File: src/rtl/core/hbdw_pkg.sv
// shared types, codes and reset values for the held-button dead-man watchdog
// used by held_button_deadman_watchdog; no dependencies

package hbdw_pkg;

    // event codes carried in the action field
    typedef enum logic [2:0] {
        ACT_BEGIN     = 3'd0,
        ACT_RELEASE   = 3'd1,
        ACT_TICK      = 3'd2,
        ACT_ABANDON   = 3'd3,
        ACT_HEARTBEAT = 3'd4,
        ACT_PUBLISH   = 3'd5
    } t_action;

    // session phase
    typedef enum logic [1:0] {
        PH_IDLE  = 2'd0,
        PH_HELD  = 2'd1,
        PH_ENDED = 2'd2
    } t_phase;

    // why a session ended
    typedef enum logic [2:0] {
        CAUSE_NONE     = 3'd0,
        CAUSE_CAP      = 3'd1,
        CAUSE_IDLE     = 3'd2,
        CAUSE_RELEASED = 3'd3,
        CAUSE_LOST     = 3'd4
    } t_cause;

    // tick or abandon result
    typedef enum logic [1:0] {
        OUT_NOTHING  = 2'd0,
        OUT_MOVED    = 2'd1,
        OUT_RELEASED = 2'd2
    } t_outcome;

    // configuration register indexes
    typedef enum logic [2:0] {
        CFG_IDLE_MIN     = 3'd0,
        CFG_IDLE_MAX     = 3'd1,
        CFG_IDLE_DEFAULT = 3'd2,
        CFG_CAP_MIN      = 3'd3,
        CFG_CAP_MAX      = 3'd4,
        CFG_CAP_DEFAULT  = 3'd5
    } t_cfg_idx;

    localparam int          CfgCount     = 6;
    localparam logic [31:0] RstIdleMin   = 32'd6;
    localparam logic [31:0] RstIdleMax   = 32'd600;
    localparam logic [31:0] RstIdleDflt  = 32'd60;
    localparam logic [31:0] RstCapMin    = 32'd60;
    localparam logic [31:0] RstCapMax    = 32'd3600;
    localparam logic [31:0] RstCapDflt   = 32'd600;

    // one input transaction
    typedef struct packed {
        logic [2:0]         action;
        logic [31:0]        session;
        logic signed [31:0] pos_h;
        logic signed [31:0] pos_v;
        logic [31:0]        now_ticks;
        logic [31:0]        idle_request;
        logic [31:0]        cap_request;
        logic               has_destination;
        logic signed [31:0] dest_h;
        logic signed [31:0] dest_v;
    } t_in_item;

    // one result transaction
    typedef struct packed {
        logic               accepted;
        logic [1:0]         outcome;
        logic [2:0]         end_cause;
        logic [31:0]        end_stamp;
        logic signed [31:0] cursor_h;
        logic signed [31:0] cursor_v;
        logic               button_held;
        logic               mouseup_owed;
    } t_out_item;

    // zero takes the default, then the min test, then the max test
    function automatic logic [31:0] clamp_req(
        input logic [31:0] req,
        input logic [31:0] lo,
        input logic [31:0] hi,
        input logic [31:0] dflt
    );
        logic [31:0] res;
        if (req == 32'd0) begin
            res = dflt;
        end else if (req < lo) begin
            res = lo;
        end else if (req > hi) begin
            res = hi;
        end else begin
            res = req;
        end
        return res;
    endfunction

endpackage

File: src/rtl/core/held_button_deadman_watchdog.sv
// top level of the held-button dead-man watchdog: input register, event logic,
// session state and result register; depends on hbdw_pkg
//
//  channel  | direction | handshake                 | payload
//  ---------+-----------+---------------------------+--------------------------
//  in       | input     | i_in_valid / o_in_ready   | i_in_data  (t_in_item)
//  out      | output    | o_out_valid / i_out_ready | o_out_data (t_out_item)
//  cfg      | input     | i_cfg_we (no wait)        | i_cfg_index, i_cfg_data
//
// each event passes through the input register and then the result
// register; one event per cycle is sustained while the output side takes.
// the event logic is a few 32-bit subtracts and compares on session state.
// reset is synchronous, active low; config returns to its defaults.
// when the result register is full and not taken, the input register holds
// and o_in_ready drops only once both stages are full.

module held_button_deadman_watchdog (
    input  logic                i_clk,
    input  logic                i_rst_n,
    input  logic                i_in_valid,
    output logic                o_in_ready,
    input  hbdw_pkg::t_in_item  i_in_data,
    output logic                o_out_valid,
    input  logic                i_out_ready,
    output hbdw_pkg::t_out_item o_out_data,
    input  logic                i_cfg_we,
    input  logic [2:0]          i_cfg_index,
    input  logic [31:0]         i_cfg_data
);

    // pipeline control
    logic                r_in_vld;
    hbdw_pkg::t_in_item  r_in;
    logic                r_out_vld;
    hbdw_pkg::t_out_item r_out;
    hbdw_pkg::t_out_item n_out;
    logic                advance;

    // configuration
    logic [31:0] r_idle_min, r_idle_max, r_idle_dflt;
    logic [31:0] r_cap_min, r_cap_max, r_cap_dflt;

    // session state
    hbdw_pkg::t_phase   r_phase, n_phase;
    logic [31:0]        r_session, n_session;
    logic signed [31:0] r_want_h, n_want_h, r_want_v, n_want_v;
    logic [31:0]        r_want_count, n_want_count;
    logic [31:0]        r_moves_done, n_moves_done;
    logic [31:0]        r_pend_rel, n_pend_rel;
    logic [31:0]        r_hb_stamp, n_hb_stamp;
    logic [31:0]        r_begin_stamp, n_begin_stamp;
    logic [31:0]        r_move_stamp, n_move_stamp;
    logic [31:0]        r_idle_limit, n_idle_limit;
    logic [31:0]        r_cap_limit, n_cap_limit;
    logic signed [31:0] r_at_h, n_at_h, r_at_v, n_at_v;
    logic [2:0]         r_end_cause, n_end_cause;
    logic [31:0]        r_end_stamp, n_end_stamp;
    logic               r_button, n_button;
    logic               r_mouseup, n_mouseup;

    // event decode
    logic        held;
    logic        begin_ok;
    logic        end_sess;
    logic        acc;
    logic [1:0]  res;
    logic [31:0] cap_age;
    logic [31:0] hb_gap;
    logic [31:0] idle_ref;
    logic [31:0] idle_age;
    logic        cap_hit;
    logic        idle_hit;

    // handshake: a stage moves on when the result register is free or drained
    assign advance     = r_in_vld && (!r_out_vld || i_out_ready);
    assign o_in_ready  = !r_in_vld || advance;
    assign o_out_valid = r_out_vld;
    assign o_out_data  = r_out;

    // input register
    always_ff @(posedge i_clk) begin
        if (!i_rst_n) begin
            r_in_vld <= 1'b0;
        end else if (o_in_ready) begin
            r_in_vld <= i_in_valid;
        end
        if (o_in_ready && i_in_valid) begin
            r_in <= i_in_data;
        end
    end

    // configuration registers
    always_ff @(posedge i_clk) begin
        if (!i_rst_n) begin
            r_idle_min  <= hbdw_pkg::RstIdleMin;
            r_idle_max  <= hbdw_pkg::RstIdleMax;
            r_idle_dflt <= hbdw_pkg::RstIdleDflt;
            r_cap_min   <= hbdw_pkg::RstCapMin;
            r_cap_max   <= hbdw_pkg::RstCapMax;
            r_cap_dflt  <= hbdw_pkg::RstCapDflt;
        end else if (i_cfg_we) begin
            unique case (i_cfg_index)
                hbdw_pkg::CFG_IDLE_MIN:     r_idle_min  <= i_cfg_data;
                hbdw_pkg::CFG_IDLE_MAX:     r_idle_max  <= i_cfg_data;
                hbdw_pkg::CFG_IDLE_DEFAULT: r_idle_dflt <= i_cfg_data;
                hbdw_pkg::CFG_CAP_MIN:      r_cap_min   <= i_cfg_data;
                hbdw_pkg::CFG_CAP_MAX:      r_cap_max   <= i_cfg_data;
                hbdw_pkg::CFG_CAP_DEFAULT:  r_cap_dflt  <= i_cfg_data;
                default: ;
            endcase
        end
    end

    // wrap-safe ages: cap from begin, idle from the newer of move and heartbeat
    assign held     = (r_phase == hbdw_pkg::PH_HELD);
    assign cap_age  = r_in.now_ticks - r_begin_stamp;
    assign cap_hit  = (cap_age >= r_cap_limit);
    assign hb_gap   = r_hb_stamp - r_move_stamp;
    assign idle_ref = hb_gap[31] ? r_move_stamp : r_hb_stamp;
    assign idle_age = r_in.now_ticks - idle_ref;
    assign idle_hit = (idle_age >= r_idle_limit);

    // event processing for everything but the phase
    always_comb begin
        n_session     = r_session;
        n_want_h      = r_want_h;
        n_want_v      = r_want_v;
        n_want_count  = r_want_count;
        n_moves_done  = r_moves_done;
        n_pend_rel    = r_pend_rel;
        n_hb_stamp    = r_hb_stamp;
        n_begin_stamp = r_begin_stamp;
        n_move_stamp  = r_move_stamp;
        n_idle_limit  = r_idle_limit;
        n_cap_limit   = r_cap_limit;
        n_at_h        = r_at_h;
        n_at_v        = r_at_v;
        n_end_cause   = r_end_cause;
        n_end_stamp   = r_end_stamp;
        n_button      = r_button;
        n_mouseup     = r_mouseup;
        begin_ok      = 1'b0;
        end_sess      = 1'b0;
        acc           = 1'b0;
        res           = hbdw_pkg::OUT_NOTHING;

        unique case (r_in.action)
            hbdw_pkg::ACT_BEGIN: begin
                if (r_in.session != 32'd0 && !held) begin
                    begin_ok      = 1'b1;
                    acc           = 1'b1;
                    n_session     = r_in.session;
                    n_want_h      = r_in.has_destination ? r_in.dest_h : r_in.pos_h;
                    n_want_v      = r_in.has_destination ? r_in.dest_v : r_in.pos_v;
                    n_want_count  = {31'd0, r_in.has_destination};
                    n_pend_rel    = 32'd0;
                    n_hb_stamp    = r_in.now_ticks;
                    n_at_h        = r_in.pos_h;
                    n_at_v        = r_in.pos_v;
                    n_begin_stamp = r_in.now_ticks;
                    n_move_stamp  = r_in.now_ticks;
                    n_end_cause   = hbdw_pkg::CAUSE_NONE;
                    n_end_stamp   = 32'd0;
                    n_idle_limit  = hbdw_pkg::clamp_req(r_in.idle_request, r_idle_min,
                                                        r_idle_max, r_idle_dflt);
                    n_cap_limit   = hbdw_pkg::clamp_req(r_in.cap_request, r_cap_min,
                                                        r_cap_max, r_cap_dflt);
                    n_moves_done  = 32'd0;
                    n_mouseup     = 1'b0;
                    n_button      = 1'b1;
                end
            end
            hbdw_pkg::ACT_RELEASE: begin
                if (r_in.session != 32'd0 && held && r_session == r_in.session) begin
                    n_pend_rel = r_in.session;
                    acc        = 1'b1;
                end
            end
            hbdw_pkg::ACT_TICK: begin
                if (held) begin
                    if (cap_hit) begin
                        end_sess    = 1'b1;
                        n_end_cause = hbdw_pkg::CAUSE_CAP;
                    end else if (idle_hit) begin
                        end_sess    = 1'b1;
                        n_end_cause = hbdw_pkg::CAUSE_IDLE;
                    end else if (r_pend_rel != 32'd0 && r_pend_rel == r_session) begin
                        end_sess    = 1'b1;
                        n_end_cause = hbdw_pkg::CAUSE_RELEASED;
                    end else begin
                        // stale release dropped, then consume a new destination
                        n_pend_rel = 32'd0;
                        if (r_want_count != 32'd0 && r_want_count != r_moves_done) begin
                            n_at_h       = r_want_h;
                            n_at_v       = r_want_v;
                            n_moves_done = r_want_count;
                            n_move_stamp = r_in.now_ticks;
                            res          = hbdw_pkg::OUT_MOVED;
                        end
                    end
                end
            end
            hbdw_pkg::ACT_ABANDON: begin
                if (held) begin
                    end_sess    = 1'b1;
                    n_end_cause = hbdw_pkg::CAUSE_LOST;
                end
            end
            hbdw_pkg::ACT_HEARTBEAT: begin
                n_hb_stamp = r_in.now_ticks;
            end
            hbdw_pkg::ACT_PUBLISH: begin
                n_want_h     = r_in.dest_h;
                n_want_v     = r_in.dest_v;
                n_want_count = r_want_count + 32'd1;
            end
            default: ;
        endcase

        // session end lifts the button and owes a mouse-up
        if (end_sess) begin
            n_end_stamp = r_in.now_ticks;
            n_pend_rel  = 32'd0;
            n_button    = 1'b0;
            n_mouseup   = 1'b1;
            res         = hbdw_pkg::OUT_RELEASED;
        end
    end

    // phase next state
    always_comb begin
        n_phase = r_phase;
        if (begin_ok) begin
            n_phase = hbdw_pkg::PH_HELD;
        end else if (end_sess) begin
            n_phase = hbdw_pkg::PH_ENDED;
        end
    end

    // result transaction from the updated state
    always_comb begin
        n_out.accepted     = acc;
        n_out.outcome      = res;
        n_out.end_cause    = n_end_cause;
        n_out.end_stamp    = n_end_stamp;
        n_out.cursor_h     = n_at_h;
        n_out.cursor_v     = n_at_v;
        n_out.button_held  = n_button;
        n_out.mouseup_owed = n_mouseup;
    end

    // session state registers
    always_ff @(posedge i_clk) begin
        if (!i_rst_n) begin
            r_phase       <= hbdw_pkg::PH_IDLE;
            r_session     <= 32'd0;
            r_want_h      <= 32'sd0;
            r_want_v      <= 32'sd0;
            r_want_count  <= 32'd0;
            r_moves_done  <= 32'd0;
            r_pend_rel    <= 32'd0;
            r_hb_stamp    <= 32'd0;
            r_begin_stamp <= 32'd0;
            r_move_stamp  <= 32'd0;
            r_idle_limit  <= 32'd0;
            r_cap_limit   <= 32'd0;
            r_at_h        <= 32'sd0;
            r_at_v        <= 32'sd0;
            r_end_cause   <= hbdw_pkg::CAUSE_NONE;
            r_end_stamp   <= 32'd0;
            r_button      <= 1'b0;
            r_mouseup     <= 1'b0;
        end else if (advance) begin
            r_phase       <= n_phase;
            r_session     <= n_session;
            r_want_h      <= n_want_h;
            r_want_v      <= n_want_v;
            r_want_count  <= n_want_count;
            r_moves_done  <= n_moves_done;
            r_pend_rel    <= n_pend_rel;
            r_hb_stamp    <= n_hb_stamp;
            r_begin_stamp <= n_begin_stamp;
            r_move_stamp  <= n_move_stamp;
            r_idle_limit  <= n_idle_limit;
            r_cap_limit   <= n_cap_limit;
            r_at_h        <= n_at_h;
            r_at_v        <= n_at_v;
            r_end_cause   <= n_end_cause;
            r_end_stamp   <= n_end_stamp;
            r_button      <= n_button;
            r_mouseup     <= n_mouseup;
        end
    end

    // result register
    always_ff @(posedge i_clk) begin
        if (!i_rst_n) begin
            r_out_vld <= 1'b0;
        end else if (advance) begin
            r_out_vld <= 1'b1;
        end else if (i_out_ready) begin
            r_out_vld <= 1'b0;
        end
        if (advance) begin
            r_out <= n_out;
        end
    end

endmodule
File: config.mk
export PLATFORM = sky130hd
export DESIGN_NAME = held_button_deadman_watchdog
export DESIGN_NICKNAME = d
export VERILOG_FILES = /design/src/rtl/core/hbdw_pkg.sv /design/src/rtl/core/held_button_deadman_watchdog.sv
export SDC_FILE = /design/constraint.sdc
export NUM_CORES = 2
export LEC_CHECK = 0
export ABC_AREA = 1
export BUFFER_PORTS_ARGS = -buffer_cell sky130_fd_sc_hd__buf_2
export CORE_MARGIN = 3
export CORE_UTILIZATION = 50
export CTS_CLUSTER_DIAMETER = 50
export CTS_CLUSTER_SIZE = 20
export DETAILED_ROUTE_END_ITERATION = 8
export GPL_TIMING_DRIVEN = 0
export PLACE_DENSITY = 0.68
export SLEW_MARGIN = 10
export SYNTH_ARGS = -nofsm -noshare
export SYNTH_HDL_FRONTEND = slang
export SYNTH_SLANG_ARGS = --single-unit
File: constraint.sdc
create_clock -name i_clk -period 12.25 [get_ports i_clk]
set_input_delay 2.45 -clock i_clk [delete_from_list [all_inputs] [get_ports i_clk]]
set_output_delay 2.45 -clock i_clk [all_outputs]
set_load 0.03 [all_outputs]
==> Implementation_results.wiki <==
{| class="wikitable"
! Metric !! Value
|-
| Leading register cell type out of synthesis || dfxtp_1
|-
| Kind of path behind the tightest hold check || flip-flop to flip-flop
|-
| Pin count of the biggest net entering global routing || 110
|-
| Bufs and invs on worst path || 5
|-
| Post-route insts no fill || roughly 8400
|-
| DRT Wirelength || between 150000 and 200000 um
|-
| Top cell type by total area after synthesis || dfxtp_1
|-
| Number of flip-flops in the largest register || 260
|-
| FP Rows || about 120
|-
| Filler instances || just over 9000
|-
| Number of enable-type register cells in the synthesized netlist || around 360
|-
| Final Net Count || ~7500
|-
| Core Box Area || about 100000 sq um
|-
| Critical path data arrival time || between 8 and 9 ns
|-
| Syn-to-layout area delta || 15.4%
|-
| Cell with the most instances on the worst path || nand2_1
|-
| Critical path class || flip-flop to flip-flop
|-
| Number of buffers added for setup after CTS || 0
|-
| Fraction of the yosys area taken by sequential cells || 0.468
|-
| TNS Setup || 0 ns
|-
| Cell Count Post-Placement || between 8000 and 9000
|-
| Residual antenna-violating net count after detailed routing || 0
|-
| Main area contributors after synthesis || dfxtp_1, edfxtp_1, nand2_1
|-
| Critical path startpoint category || flip-flop
|-
| Routability congestion estimate from global placement || between 0.9 and 1
|-
| Number of warning messages in the yosys log || 0
|-
| Relative slew slack || 0.152
|-
| Register name with the most flops || r_in
|-
| Post-CTS Hold Fix Bufs || 0
|-
| Die Span X || 326 um
|-
| WL per Instance || ~21 um
|-
| Fraction of layout instances using a drive strength above 1 || 0.108
|-
| Static leakage || ~0.024 uW
|-
| Worst hold slack || between 0.4 and 0.5 ns
|-
| Later-pin clock latency in the skew report || around 0.73 ns
|-
| Highest attainable clock frequency || between 0.1 and 0.15 GHz
|-
| Number of global-route vias before repair || 44448
|-
| Largest incremental delay on the critical path || 0.62 ns
|-
| Die Area || 106000 sq um
|-
| Routed vias/inst || approximately 5.7
|-
| CTS clk-pin slew, worst paths || 0.08 ns
|-
| Number of max-slew violations in the final report || 0
|-
| Final number of setup-violating endpoints || 0
|-
| DRC violation count after routing || 0
|-
| Wire length of the first global-routing pass || about 260000 um
|-
| Synthesized area per cell || around 8 sq um
|-
| Post-synth ARST share || 0
|-
| Cts repair resizes || 0
|-
| Critical Path RT || about 13 ns
|-
| Clock tree from TritonCTS || yes
|-
| Cell family with the largest share of critical-path delay || simple AND/OR/NAND/NOR gates
|-
| Gate Count Post-Synth || around 6400
|-
| Slew at the pin closest to its max-slew limit || 1.27 ns
|-
| Result of the run || finished, final reports clean
|-
| Post-synthesis register bit count || about 1000
|-
| # H-tree levels || 3
|-
| Peak fanout along the critical path || 10
|-
| Post-Syn Area || 51200 sq um
|-
| HPWL reported at the end of detailed placement || ~130000 um
|-
| Clock Skew || 0.0478 ns
|-
| Net count after synthesis || ~7000
|-
| Vertical extent of the die || about 330 um
|-
| Global-route congestion overflow total || 0
|-
| Final Cycle Share || 0.657
|-
| Power density over the cells || 143 nW/um^2
|-
| RSZ-0062 raised after global routing || no
|-
| Top-level I/O count || approximately 400
|-
| Number of max-cap violations || 0
|-
| Number of antenna violations at the first check in global routing || 19
|-
| Cell with the biggest individual delay on the critical path || o21ai_1
|-
| Count of input and output buffers || roughly 400
|-
| Largest buffer count on any clock path || 3
|-
| Count of different cell masters after synthesis || 50
|-
| Tmin final || 8.05 ns
|-
| Detailed Route Iter0 Violations || ~5000
|-
| Starting utilization of the core area || 0.508
|-
| Total routing resource utilization after global routing || 0.319
|-
| DR vias || roughly 48000
|-
| Root Buffer || clkbuf_16
|-
| Worst ir drop on vdd || roughly 0.11 mV
|-
| Kind of end point of the critical path || flip-flop
|-
| Fin. Hold Viols || 0
|-
| Clock tree sinks || approximately 1000
|-
| Number of buffers created by CTS || between 100 and 150
|-
| Number of optimization iterations in the first detailed-route pass || 6
|-
| Area share of the largest cell type after synthesis || 0.254
|}
==> cell usage in the layout, fill, tap and decap left out, drive strengths merged, types with 60 or more instances in the layout <==
master / instances
o22ai: 60
nand3: 599
edfxtp: 364
nand4: 76
inv: 831
a211oi: 67
o21ai: 490
dfxtp: 649
a21oi: 686
buf: 529
xnor2: 67
a31oi: 73
ha: 284
nand2: 1104
clkbuf: 351
nor2: 435
a22oi: 64
==> power breakdown <==
group,internal (uW),switching [uW]
clock,1970,1640
sequential,3620,92.2
combinational,356,785
total,5940,2520
==> routing by layer <==
metal / GRT usage / part of all wire / vias to the layer above
li1: - / - / 22736
met1: 0.429 / 0.42 / 22499
met2: 0.507 / 0.45 / 2029
met3: 0.0589 / 0.084 / 424
met4: 0.129 / 0.043 / 12
met5: 0 / 0.00048 / -
==> per-stage QoR <==
stage          area [sq um]   util  power [uW]  setup slack [ns]
5_1_grt               59000  0.586        8750              3.73
6_report              59000  0.586        8460              4.20
4_1_cts               59000  0.586        8470              4.57
3_3_place_gp          54900  0.545        4890              1.22
2_1_floorplan         51200      -        4470              3.74
3_5_place_dp          55000  0.546        4890              4.64
==> synth_stat cells, types with 15 or more instances <==
cell type  number
buf_2          72
o211ai_1       23
ha_1          284
o21ai_0       444
dfxtp_1       649
nand3_1       597
nor2_1        429
a22oi_1        64
clkbuf_1      225
a21oi_1       686
inv_1         773
nand2_1      1099
buf_4          15
o21ai_1        46
nand4_1        76
edfxtp_1      364
inv_2          17
o22ai_1        60
a31oi_1        73
xor2_1         58
nor3_1         48
nor4_1         36
buf_1          27
a211oi_1       67
xnor2_1        67
==> worst reg2reg max path, delay by kind of cell (launching register included) <==
kind | cells | cell delay (ns)
flops | 1 | 0.32
simple gates | 23 | 2.98
buf+inv | 5 | 0.97
fa+ha+maj | 3 | 0.94
xor+xnor | 2 | 1.04
compound gates | 5 | 1.51
==> logic make-up after synthesis <==
family                   Yosys count  share of synthesized area
AO/OA/AOI/OAI                   1502                      0.160
XOR/XNOR                         125                     0.0214
adder cells (fa/ha/maj)          286                     0.0702
buffers and inverters           1146                     0.0881
flip-flops                      1013                      0.468
AND/OR/NAND/NOR                 2314                      0.193
==> path summary, 6_finish.rpt <==
kind	start	end	slack, ns	depth (start not counted)
max	r_move_stamp[30]$_SDFFE_PN0P_	o_out_data[95]$_DFFE_PP_	4.20	38
min	r_cap_limit[24]$_SDFFE_PN0P_	r_cap_limit[24]$_SDFFE_PN0P_	0.45	2
max reg2reg	r_move_stamp[30]$_SDFFE_PN0P_	o_out_data[95]$_DFFE_PP_	4.20	38
min reg2reg	r_cap_limit[24]$_SDFFE_PN0P_	r_cap_limit[24]$_SDFFE_PN0P_	0.45	2
==> layout make-up <==
class / count / area, sq um / area share
Tap cell: 1357 / 1700 / 0.0288
Clock buffer: 121 / 2910 / 0.0493
Sequential cell: 1013 / 23900 / 0.405
Buffer: 351 / 1530 / 0.0259
Antenna cell: 12 / 30.0 / 0.000509
Inverter: 795 / 2990 / 0.0507
Multi-Input combinational cell: 4227 / 22700 / 0.385
Timing Repair Buffer: 408 / 2120 / 0.0360
Clock inverter: 90 / 1100 / 0.0186
(Power assumes the default switching activity.)
